===== config.mk =====
export PLATFORM = sky130hd
export DESIGN_NAME = xtea_stage
export DESIGN_NICKNAME = d
export VERILOG_FILES = /design/src/hdl/xtea_pkg.sv /design/src/hdl/xtea_stage.sv
export SDC_FILE = /design/constraint.sdc
export NUM_CORES = 1
export LEC_CHECK = 0
export ABC_AREA = 1
export BUFFER_PORTS_ARGS = -buffer_cell sky130_fd_sc_hd__buf_4
export CAP_MARGIN = 20
export CORE_ASPECT_RATIO = 0.8
export CORE_MARGIN = 2
export CORE_UTILIZATION = 55
export CTS_BUF_LIST = sky130_fd_sc_hd__clkbuf_8 sky130_fd_sc_hd__clkbuf_16
export DETAILED_ROUTE_END_ITERATION = 12
export PLACE_DENSITY_LB_ADDON = 0.05
export SYNTH_ARGS = -nofsm -noshare
export SYNTH_HDL_FRONTEND = slang
export SYNTH_SLANG_ARGS = --single-unit

===== constraint.sdc =====
create_clock -name clock -period 8.04 [get_ports clock]
set_input_delay 1.608 -clock clock [delete_from_list [all_inputs] [get_ports clock]]
set_output_delay 1.608 -clock clock [all_outputs]
set_load 0.02 [all_outputs]

===== src/hdl/xtea_pkg.sv =====
`default_nettype none

package xtea_pkg;

   // cipher geometry
   localparam int unsigned ROUNDS = 32;
   localparam int unsigned STAGES = 2 * ROUNDS;
   localparam logic [31:0] DELTA = 32'h9E37_79B9;

   // register indexes of the key words
   localparam logic [1:0] KEY_WORD_0 = 2'd0;
   localparam logic [1:0] KEY_WORD_1 = 2'd1;
   localparam logic [1:0] KEY_WORD_2 = 2'd2;
   localparam logic [1:0] KEY_WORD_3 = 2'd3;

   // operation codes
   localparam logic FUNC_ENCIPHER = 1'b0;
   localparam logic FUNC_DECIPHER = 1'b1;

   // four 32-bit key words
   typedef logic [3:0][31:0] key_type;

   // one block in flight
   typedef struct packed {
      logic        func;
      logic [31:0] y;
      logic [31:0] z;
   } item_type;

   // round sum seen by half-round j when enciphering
   function automatic logic [31:0] sum_enc(input int unsigned j);
      logic [31:0] n;
      n = 32'((j >> 1) + (j & 1));
      return n * DELTA;
   endfunction

   // round sum seen by half-round j when deciphering (delta*ROUNDS for j = 0)
   function automatic logic [31:0] sum_dec(input int unsigned j);
      logic [31:0] n;
      n = 32'(ROUNDS - (j >> 1) - (j & 1));
      return n * DELTA;
   endfunction

endpackage

`default_nettype wire


===== src/hdl/xtea_stage.sv =====
`default_nettype none

module xtea_stage (
   input  wire logic              clock,
   input  wire logic              reset,
   input  wire logic              advance,
   input  wire logic              stage_odd,
   input  wire logic [31:0]       sum_enc,
   input  wire logic [31:0]       sum_dec,
   input  wire xtea_pkg::key_type key,
   input  wire logic              valid_in,
   input  wire xtea_pkg::item_type item_in,
   output      logic              valid_out,
   output      xtea_pkg::item_type item_out
);

   logic               valid_ff;
   xtea_pkg::item_type item_ff;
   xtea_pkg::item_type item_in_next;

   logic        upd_y;
   logic [31:0] src;
   logic [31:0] tgt;
   logic [31:0] sum;
   logic [1:0]  kidx;
   logic [31:0] mixv;
   logic [31:0] tgt_new;

   // pick which half moves, its source half, sum and key word
   always_comb begin
      upd_y = ~(item_in.func ^ stage_odd);
      src   = upd_y ? item_in.z : item_in.y;
      tgt   = upd_y ? item_in.y : item_in.z;
      sum   = (item_in.func == xtea_pkg::FUNC_DECIPHER) ? sum_dec : sum_enc;
      kidx  = upd_y ? sum[1:0] : sum[12:11];
   end

   // half-round mix and update
   always_comb begin
      mixv    = (((src << 4) ^ (src >> 5)) + src) ^ (sum + key[kidx]);
      tgt_new = (item_in.func == xtea_pkg::FUNC_DECIPHER) ? (tgt - mixv) : (tgt + mixv);
      item_in_next      = item_in;
      if (upd_y) begin
         item_in_next.y = tgt_new;
      end else begin
         item_in_next.z = tgt_new;
      end
   end

   // stage valid
   always_ff @(posedge clock) begin
      if (reset) begin
         valid_ff <= 1'b0;
      end else if (advance) begin
         valid_ff <= valid_in;
      end
   end

   // stage payload
   always_ff @(posedge clock) begin
      if (advance) begin
         item_ff <= item_in_next;
      end
   end

   assign valid_out = valid_ff;
   assign item_out  = item_ff;

endmodule

`default_nettype wire


; ---- Word-level counts from Yosys, hierarchy flattened
; Cells that the tools add are included.
; W data, S select, Z words.
[totals]
elab_cells = 21
output_inout_bits = 66
ff_bits = 66
in_bits = 262
[classes]
addsub = 4
n_lt_le_gt_ge = 1
bitwise_logic = 3
mux = 9
[op_table]
columns = op, count
row1 = $mux W32, 7
row2 = $add A32 B32 Y32, 3
row3 = $bmux W32 S2, 1
row4 = $sub A32 B32 Y32, 1
row5 = $xor A32 B27 Y32, 1
row6 = $xor A32 B32 Y32, 1
row7 = $lt A2 B3 Y1 const B, 1
row8 = $mux W2, 1
row9 = $xor A1 B1 Y1, 1

; ---- Longest topological paths before layout
[logic_depth]
depth_word = 9
ltp_mapped = 45
mapped_depth_nobuf = 43

; ---- Least setup slack after synthesis
; OpenSTA, ideal clock, no wires.
[synth_path]
kind = input-to-reg
start = input port item_in[64] in the netlist's numbering
end = register item_ff (netlist bit item_out[28]) (data pin)
arrival_time_ns = 6.675
required_time_ns = 7.773
path_stages = 36
slack_ns = 1.099
n_path_buf = 2
cell_sequence = buf_4 > inv_6 > nand2_1 > nand2_2 > nand3_1 > nand2_1 > clkbuf_1 > nor2_1 > o22ai_1 > ha_1 > inv_1 > fa_1 > xnor2_1 > ha_1 > inv_1 > nor2_1 > nand3_1 > nor3_2 > nand2_1 > nor3_4 > nand3_2 > nor2_4 > nor2_1 > xor2_1 > ha_1 > inv_1 > nor3_1 > and2_1 > nand3_1 > nand3_1 > nand2_1 > o211ai_1 > a21boi_0 > o21ai_0 > xor2_1 > o21ai_0
[synth_lines]
columns = item, line
row1 = from (decl), xtea_stage.sv:12  ; input wire xtea_pkg::item_type item_in,
row2 = to (signal assigned), xtea_stage.sv:62  ; item_ff <= item_in_next;
row3 = to (decl), xtea_stage.sv:18  ; xtea_pkg::item_type item_ff;

==> flow_summary.yaml <==
floorplanning:
  dieWidth_um: 172.8
  fp.dieH_um: 139.1
  core_um2: 22440
  start_util_pct: 55.89
  ios: 328
  placement_rows: 49
  die_area_um2: 24030
grt:
  grt_pass1_vias: 13820
  grt_max_degree: 104
  grt_overflow: 0
  grt_use_total_pct: 34.87
  antenna_found_initial: 1
  grt_pass1_wl_um: 68520
cts:
  postCtsSetupBuffers: 0
  htreeDepth: 3
  clock_sinks: 66
  cts_buffers: 9
  tritoncts: "yes"
  insertion_delay_ns: 0.34
  clk_pin_slew_ns: 0.06
  clockRootBuffer: "clkbuf_16"
  ctsHoldBuffers: 0
  post_cts_resized: 0
  cts_buffer_depth: 2
power_and_ir_drop:
  power.share.clock_pct: 9.9
  max-vdd-ir-drop_uv: 225.4
  power_frac_comb_pct: 76.9
  power.density_nw_per_um2: 305.2
  p_leak_nw: 8.886
  p_int_w: 0.002208
  p_seq_share_pct: 13.2
  p_sw_w: 0.002577
  swShare_pct: 53.86
timing:
  setup_viol: 0
  period_share_pct: 91.74
  tns_ns: 0
  tightest_slew_ns: 0.9063
  fin_crit_ns: 7.376
  slew_viol_final: 0
  fmax_mhz: 135.6
  fin_skew_ns: 0
  hold_viol: 0
  grt_setup_unrepaired: "false"
  hold_slack_ns: 0.5219
  relSlewSlack_pct: 38.94
yosys:
  ys.flop_type: "edfxtp_1"
  synthArstFlopShare_pct: 0
  yosysTopAreaCell: "nand2_1"
  synth_edf_count: 65
  yosysMostFrequentCell: "nand2_1"
  synth_cells: 2236
  synth_fp_nets: 2597
  ys.warnings.count: 0
  synth_area_leaders: "nand2_1 26%, edfxtp_1 16%, ha_1 9.6%, inv_1 9.6%, nor2_1 5.8%"
  avgSynthCellArea_um2: 5.609
  synth_commonest_cells: "866 x nand2_1, 320 x inv_1, 193 x nor2_1"
  synth_top_cell_area_share_pct: 25.92
  synth_cell_types: 51
  synthesis.area_um2: 12540
  ys_seq_area_share_pct: 15.72
  synth_seq_cells: 66
status:
  status: "completed"
layout:
  synthToLayoutAreaGrowth_pct: 24.99
  diodes: 0
  finalNetCount: 2900
  final_util_pct: 69.86
  drive_gt1_share_pct: 16.27
critical_path:
  cpPeakStageDelay_ns: 0.41
  critPathKind: "input pin to flop"
  required_ns: 8.11
  cp-start-kind: "input pin"
  cp_max_fo: 103
  critPathSlowestCell: "ha_1"
  worstPathArrival_ns: 7.44
  critPathCaptureType: "flop"
  worst_path_most_repeated_cell: "nand2_1"
route:
  vias: 15400
  drtAntennaViolNets: 0
  routed_wl_um: 43370
  drtPass1Iterations: 5
  drt-initial-drc-count: 1471
  wl_per_cell_um: 15.22
  viasPerCell: 5.402
  drc: 0
placement:
  place_congestion: 1.035
  hpwl_um: 36590
  io_buffers: 327
min_path:
  min_path_type: "flop to flop"
job:
  maxCapViolCount: 0
sequential cells by signal (all words and copies together) (netlist names):
signal and count:
valid_out 1, item_out 65
layer usage:
layer	wire, um	vias to the layer above	track usage, %
met4	895	0	7.627
met2	19390	720	57.75
met5	0	-	0
li1	-	7741	-
met1	19050	6860	48.16
met3	4030	75	5.154
critical path, delay by kind of cell:
family,cells,cell delay [ns]
AOI/OAI and AO/OA,5,0.82
xor gates and xnor gates,3,0.45
buffers and inverters,4,0.71
and+or+nand+nor,19,2.94
adders and majority gates,2,0.80
cells in the final DEF (no fill, tap or decap), types with 4 or more instances in the layout:
master and n:
nand2_2 11, o21a_1 4, nor3_1 13, inv_1 320, o21bai_1 6, nand3_2 7
nor2_1 193, nand3_1 130, or2_2 13, clkbuf_16 9, o21ai_0 139, a21oi_1 91
buf_4 339, o211ai_1 4, o31ai_1 5, ha_1 96, nand2_1 866, o21ai_1 4
xor2_1 61, nor2_2 11, o22ai_1 30, nand3b_1 14, and2_1 10, a31oi_1 7
nand4_1 15, xnor2_1 38, edfxtp_1 65
area by class of cell:
type	count	area [um2]
multi-input combinational	1798	9168
sequential	66	1972
inverter	323	1217
clock inverter	7	125.1
fill	2107	6764
clock buffer	9	225.2
tap	306	382.9
timing repair buffer	341	2585
power groups by stage:
stage / Clock, W / Sequential (W) / Combinational, W
after detailed placement: 0 / 0.000633 / 0.00358
final: 0.000473 / 0.000631 / 0.00368
after global routing: 0.000487 / 0.000645 / 0.00407
after global placement: 0 / 0.000631 / 0.00352
after CTS: 0.000475 / 0.000631 / 0.00361
after floorplan: 0 / 0.000807 / 0.00239
path summary, 6_finish.rpt:
check	from	endpoint	cells past startpoint	slack, ns
worst max-delay path	item_in[64]	item_out[62]	33	0.66
worst min-delay path	valid_out	valid_out	2	0.52
worst max register to register	valid_out	valid_out	2	7.45
worst min register to register	valid_out	valid_out	2	0.52
kinds of logic (layout without fill, tap and decap cells):
family	Yosys count	in the layout	share of synthesized area (%)
compound gates	305	305	13.38
flops	66	66	15.72
fa+ha+maj	99	99	10.06
simple gates	1292	1292	42.43
xor+xnor	99	99	6.914
mux	3	3	0.2395
buf+inv	372	680	11.25
stage by stage:
stage	std cells	setup WS, ns	total power (W)	instance area, um2
finish	2850	0.6638	0.004785	15680
global route	2850	0.04599	0.005200	15680
CTS	2850	0.6619	0.004712	15670
detailed placement	2834	0.3406	0.004218	15320
global placement	2834	0.4969	0.004146	15320
floorplan	2236	1.099	0.003193	12540
(Power assumes the default switching activity.)
