--- config.mk ---
export PLATFORM = sky130hd
export DESIGN_NAME = xtea_outbuf
export DESIGN_NICKNAME = d
export VERILOG_FILES = /design/src/hdl/xtea_pkg.sv /design/src/hdl/xtea_outbuf.sv
export SDC_FILE = /design/constraint.sdc
export NUM_CORES = 1
export LEC_CHECK = 0
export BUFFER_PORTS_ARGS = -buffer_cell sky130_fd_sc_hd__buf_2
export CAP_MARGIN = 0
export CORE_MARGIN = 2
export CORE_UTILIZATION = 55
export CTS_CLUSTER_DIAMETER = 40
export CTS_CLUSTER_SIZE = 8
export DETAILED_ROUTE_END_ITERATION = 8
export GPL_TIMING_DRIVEN = 0
export PLACE_DENSITY = 0.84
export SYNTH_ARGS = -nofsm -noshare
export SYNTH_HDL_FRONTEND = slang
export SYNTH_SLANG_ARGS = --single-unit
--- constraint.sdc ---
create_clock -name clock -period 9 [get_ports clock]
set_input_delay 1.35 -clock clock [delete_from_list [all_inputs] [get_ports clock]]
set_output_delay 1.35 -clock clock [all_outputs]
set_load 0.02 [all_outputs]
--- src/hdl/xtea_pkg.sv ---
`default_nettype none

package xtea_pkg;

   // cipher geometry
   localparam int unsigned ROUNDS = 32;
   localparam int unsigned STAGES = 2 * ROUNDS;
   localparam logic [31:0] DELTA = 32'h9E37_79B9;

   // register indexes of the key words
   localparam logic [1:0] KEY_WORD_0 = 2'd0;
   localparam logic [1:0] KEY_WORD_1 = 2'd1;
   localparam logic [1:0] KEY_WORD_2 = 2'd2;
   localparam logic [1:0] KEY_WORD_3 = 2'd3;

   // operation codes
   localparam logic FUNC_ENCIPHER = 1'b0;
   localparam logic FUNC_DECIPHER = 1'b1;

   // four 32-bit key words
   typedef logic [3:0][31:0] key_type;

   // one block in flight
   typedef struct packed {
      logic        func;
      logic [31:0] y;
      logic [31:0] z;
   } item_type;

   // round sum seen by half-round j when enciphering
   function automatic logic [31:0] sum_enc(input int unsigned j);
      logic [31:0] n;
      n = 32'((j >> 1) + (j & 1));
      return n * DELTA;
   endfunction

   // round sum seen by half-round j when deciphering (delta*ROUNDS for j = 0)
   function automatic logic [31:0] sum_dec(input int unsigned j);
      logic [31:0] n;
      n = 32'(ROUNDS - (j >> 1) - (j & 1));
      return n * DELTA;
   endfunction

endpackage

`default_nettype wire

--- src/hdl/xtea_outbuf.sv ---
`default_nettype none

module xtea_outbuf (
   input  wire logic               clock,
   input  wire logic               reset,
   input  wire logic               valid_in,
   input  wire xtea_pkg::item_type item_in,
   output      logic               advance,
   output      logic               rsp_valid,
   input  wire logic               rsp_stall,
   output      logic [31:0]        rsp_out_left,
   output      logic [31:0]        rsp_out_right
);

   logic               out_valid_ff;
   logic               skid_valid_ff;
   logic [31:0]        out_left_ff;
   logic [31:0]        out_right_ff;
   xtea_pkg::item_type skid_ff;
   logic               take;
   logic               arrive;

   assign advance = ~skid_valid_ff;
   assign take    = out_valid_ff & ~rsp_stall;
   assign arrive  = advance & valid_in;

   // output register and skid control
   always_ff @(posedge clock) begin
      if (reset) begin
         out_valid_ff  <= 1'b0;
         skid_valid_ff <= 1'b0;
      end else if (skid_valid_ff) begin
         if (take) begin
            skid_valid_ff <= 1'b0;
         end
      end else if (arrive) begin
         if (out_valid_ff && !take) begin
            skid_valid_ff <= 1'b1;
         end else begin
            out_valid_ff <= 1'b1;
         end
      end else if (take) begin
         out_valid_ff <= 1'b0;
      end
   end

   // output and skid payload
   always_ff @(posedge clock) begin
      if (skid_valid_ff) begin
         if (take) begin
            out_left_ff  <= skid_ff.y;
            out_right_ff <= skid_ff.z;
         end
      end else if (arrive) begin
         if (out_valid_ff && !take) begin
            skid_ff <= item_in;
         end else begin
            out_left_ff  <= item_in.y;
            out_right_ff <= item_in.z;
         end
      end
   end

   assign rsp_valid     = out_valid_ff;
   assign rsp_out_left  = out_left_ff;
   assign rsp_out_right = out_right_ff;

endmodule

`default_nettype wire

-- Word level (Yosys, flattened, before mapping)
Cells that the tools add are included.
- flip-flop bits (word level): 130
- input port bits: 69
- output and inout port bits: 66
- word-level logic and storage cells: 35
- eq/ne operators: 3
- multiplexer cells: 15
- bitwise logic cells: 4
- reductions and logical operators: 7
- operators with widths (cell ; count):
    2-to-1 mux 32 bit ; 8
    AND reduction 3 bit ; 3
    2-to-1 mux 1 bit ; 7
    != test 2 bit, second input constant ; 2
    nonzero test 2 bit ; 2
    bitwise AND 1 bit ; 2
    != test 2 x 1 -> 1 bit, second input constant ; 1
    NOT 1 bit ; 2
    logical AND 1 bit ; 1
    logical NOT 1 bit ; 1

-- Logic depth before layout (Yosys ltp)
- depth after elaboration: 7
- gate-level depth with buffers: 5
- depth with buffers taken out: 2

-- Worst setup path after synthesis
Ideal clock, no wire load.
- path type: input-to-reg
- start: in rsp_stall
- end: reg out_left_ff[0], in the netlist rsp_out_left[0], enable pin
- data arrival time: 4495 ps
- data required time: 8497 ps
- path slack: 4001 ps
- stages on the path: 2
- path buffers: 0
- cells stage by stage: nand2_1 a21boi_1
- cells in the longest elaborated chain, start to end: 6
- elaborated cells on any way between the ends: 7
- classes of those cells: eq/ne (2); bitwise (2); reduce/logical (3)
- ends and longest elaborated chain (what ; RTL line ; RTL):
    from (decl) ; xtea_outbuf.sv:10 ; input wire logic rsp_stall,
    NOT 1 bit * ; xtea_outbuf.sv:24 ; assign take = out_valid_ff & ~rsp_stall;
    bitwise AND 1 bit * ; xtea_outbuf.sv:24 ;
    logical NOT 1 bit ; xtea_outbuf.sv:55 ; if (out_valid_ff && !take) begin
    logical AND 1 bit ; xtea_outbuf.sv:55 ;
    != test 2 bit (no source line) ; n/a ;
    AND reduction 3 bit (no source line) * ; n/a ;
    to (signal assigned) ; xtea_outbuf.sv:51 ; out_left_ff <= skid_ff.y;
    to (signal assigned) ; xtea_outbuf.sv:58 ; out_left_ff <= item_in.y;
    to (decl) ; xtea_outbuf.sv:17 ; logic [31:0] out_left_ff;
Every way passes the cells marked *; elsewhere a longest branch is shown, timed or not.
A chain may end at the register's enable or synchronous reset.

-- Final worst setup path
- start: reg skid_valid_ff
- end: out advance
- cells in the longest elaborated chain, start to end: 1
- ends and longest elaborated chain (what ; RTL line ; RTL):
    from (decl) ; xtea_outbuf.sv:16 ; logic skid_valid_ff;
    from (signal assigned) ; xtea_outbuf.sv:31 ; skid_valid_ff <= 1'b0;
    from (signal assigned) ; xtea_outbuf.sv:34 ; skid_valid_ff <= 1'b0;
    from (signal assigned) ; xtea_outbuf.sv:38 ; skid_valid_ff <= 1'b1;
    NOT 1 bit (no source line) ; n/a ;
    to (decl) ; xtea_outbuf.sv:8 ; output logic advance,
No other way between the ends.

==> impl_metrics.py <==
metrics = {
    "run_status": {
        "status": "finished clean",
    },
    "pwr": {
        "leakage_nw": 2.387,
        "powerDensity_nw_per_um2": 244.2,
        "peakVddDrop_mv": 0.1416,
    },
    "global_route": {
        "antenna_found_initial": 0,
        "track_usage_pct": 19.35,
        "grt_start_max_net_pins": 34,
        "grt_pass1_wl_um": 13790,
        "grt_pass1_vias": 2666,
        "gr-total-overflow": 0,
    },
    "placement": {
        "port-buffer-count": 133,
        "place.gp.congestion": 0.7154,
        "hpwl_um": 5788,
    },
    "timing": {
        "hold-worst-slack_ns": 0.5431,
        "relSlewSlack_pct": 43.94,
        "tightest_slew_ns": 0.8387,
        "fin_crit_ns": 2.815,
        "period_share_pct": 31.28,
        "fmax_ghz": 0.3552,
        "finalHoldViolations": 0,
        "tns_ns": 0,
        "rsz0062_at_grt": "false",
        "finalSetupViolations": 0,
        "fin_skew_ns": 0.006789,
        "slew_violations": 0,
    },
    "yosys": {
        "syn_inst": 213,
        "yosysWarnings": 0,
        "ys.flop_type": "edfxtp_1",
        "synth_area_um2": 4741,
        "synth_top_family_by_area": "multiplexers",
        "avgSynthCellArea_um2": 22.26,
        "synth_top_area_share_pct": 81.08,
        "synth_xor_area_share_pct": 0,
        "synth_fp_nets": 282,
        "async_reset_ff_share_pct": 0,
        "yosys-top-cells-area": "edfxtp_1 (81%), mux2_2 (14%), mux2_4 (1.9%)",
        "ys_seq_elements": 130,
        "synth_edf_count": 128,
        "synthAdderAreaFrac_pct": 0,
        "yosys.area.top_type": "edfxtp_1",
        "yosysSeqAreaShare_pct": 81.92,
        "ys_types": 15,
        "synth-compound-area-share_pct": 0.4751,
        "muxShareOfSynthArea_pct": 15.68,
        "yosys.area_share.simple_pct": 0.6070,
    },
    "die": {
        "pin_count": 135,
        "die-area_um2": 9378,
        "die_h_um": 96.84,
        "initial_utilization_pct": 57.12,
        "fp.coreArea_um2": 8299,
        "die_x_um": 96.84,
        "num_rows": 33,
    },
    "cts": {
        "clkTransAtPathRegs_ns": 0.06,
        "cts_tree": "built",
        "cts_inserted_buffers": 17,
        "clk_latency_ns": 0.51,
        "clock_path_buffers": 2,
        "post_cts_resized": 0,
        "cts_root_buffer": "clkbuf_8",
        "cts_sinks": 130,
        "post_cts_buffers": 0,
        "cts_hold_buf": 0,
        "h-tree-depth": 4,
    },
    "route": {
        "initialDrtViolationCount": 159,
        "avgRoutedWirePerCell_um": 17.67,
        "vias_per_cell": 5.164,
        "dr_total_vias": 2515,
        "ant_nets": 0,
        "routed_wl_um": 8606,
        "first_pass_iters": 4,
        "remaining_drc_errors": 0,
    },
    "setup_path": {
        "required_ns": 7.65,
        "crit_path_start_kind": "register",
        "criticalPathCategory": "register to primary output",
        "crit_fanout": 10,
        "path_cells": "buf_6 -> buf_6 -> buf_6 -> inv_1 -> buf_2",
        "slowest_stage": "dfxtp_1",
        "cp-end-kind": "primary output",
        "cpMostUsedCell": "buf_6",
        "crit_arrival_ns": 1.47,
        "max_stage_delay_ns": 0.32,
    },
    "hold_path": {
        "hp-class": "register to register",
    },
    "cells_and_area": {
        "n_antenna_cell": 0,
        "areaGrowthSynthToFinish_pct": 31.96,
        "drive_above_1_share_pct": 63.35,
        "nets": 438,
    },
    "job": {
        "maxCapViolCount": 0,
    },
}
-- flip-flops by register name (all words and copies together) (netlist names) --
name	cells
skid_valid_ff	1
rsp_out_left	32
rsp_valid	1
skid_ff	64
rsp_out_right	32
-- worst paths after layout --
| check | startpoint | end | slack, ns | depth (start not counted) |
|---|---|---|---|---|
| max | skid_valid_ff | advance | 6.18 | 5 |
| min | skid_ff[24] | rsp_out_right[24] | 0.54 | 1 |
| max reg2reg | skid_valid_ff | rsp_out_right[30] | 6.87 | 6 |
| min reg2reg | skid_ff[24] | rsp_out_right[24] | 0.54 | 1 |
-- Yosys cell counts (all sizes together), types with 2 or more instances --
cell,n
mux2,64
nand2,2
buf,8
dfxtp,2
a21oi,2
edfxtp,128
-- metal layers --
metal | vias up | part of all wire [%] | global-route usage, %
met2 | 100 | 51 | 31.62
met4 | 0 | 1.4 | 6.392
li1 | 1167 | - | -
met5 | - | 0 | 0
met1 | 1233 | 42 | 23.88
met3 | 15 | 6.3 | 7.514
-- through the flow --
| step | cells | utilization, % | total power [mW] | instance area (µm²) | setup slack [ns] |
|---|---|---|---|---|---|
| floorplan | 213 | - | 0.8052 | 4741 | 4.001 |
| detailed placement | 455 | 68.19 | 0.8627 | 5659 | 6.081 |
| global route | 487 | 75.38 | 1.579 | 6256 | 6.084 |
| finish | 487 | 75.38 | 1.527 | 6256 | 6.185 |
| CTS | 487 | 75.38 | 1.543 | 6256 | 6.136 |
| global placement | 451 | 66.73 | 0.8543 | 5538 | 2.368 |
-- cells by family (layout without fill, tap and decap cells) --
group	Yosys count	count (layout)
AO/OA/AOI/OAI	4	4
buffers and inverters	9	178
flip-flops	130	130
multiplexers	64	64
AND/OR/NAND/NOR	6	6
-- final cells by class --
class                   instances  area (µm²)
flip-flops and latches        130        3884
clock buffers                  18       417.9
well taps                     105       131.4
inverters                       1       3.754
multi-input cells              74       813.3
plain buffers                   8       58.81
repair buffers                137       768.2
fillers                       494        2043
clock inverters                14       178.9
-- layout by cell type (no fill, tap or decap), types with 2 or more instances in the layout --
cell type   instances
buf_2             138
bufinv_16           3
clkbuf_16          16
nand2_1             2
a21oi_1             2
clkinvlp_4          3
inv_6               3
mux2_4              6
dfxtp_1             2
buf_6               3
mux2_2             58
buf_16              3
clkinv_4            4
edfxtp_1          128
-- power by group --
part	internal, mW	total [mW]	leakage, nW	switching (mW)
Combinational	0.0569	0.135	0.890	0.0781
Sequential	0.706	0.714	1.21	0.00790
Clock	0.425	0.678	0.282	0.253
Total	1.19	1.53	2.39	0.339
-- critical path, delay by kind of cell, from the launching register on --
kind     cells  cell delay [ns]
buf+inv      5             0.63
flops        1             0.32
(Power assumes the default switching activity.)
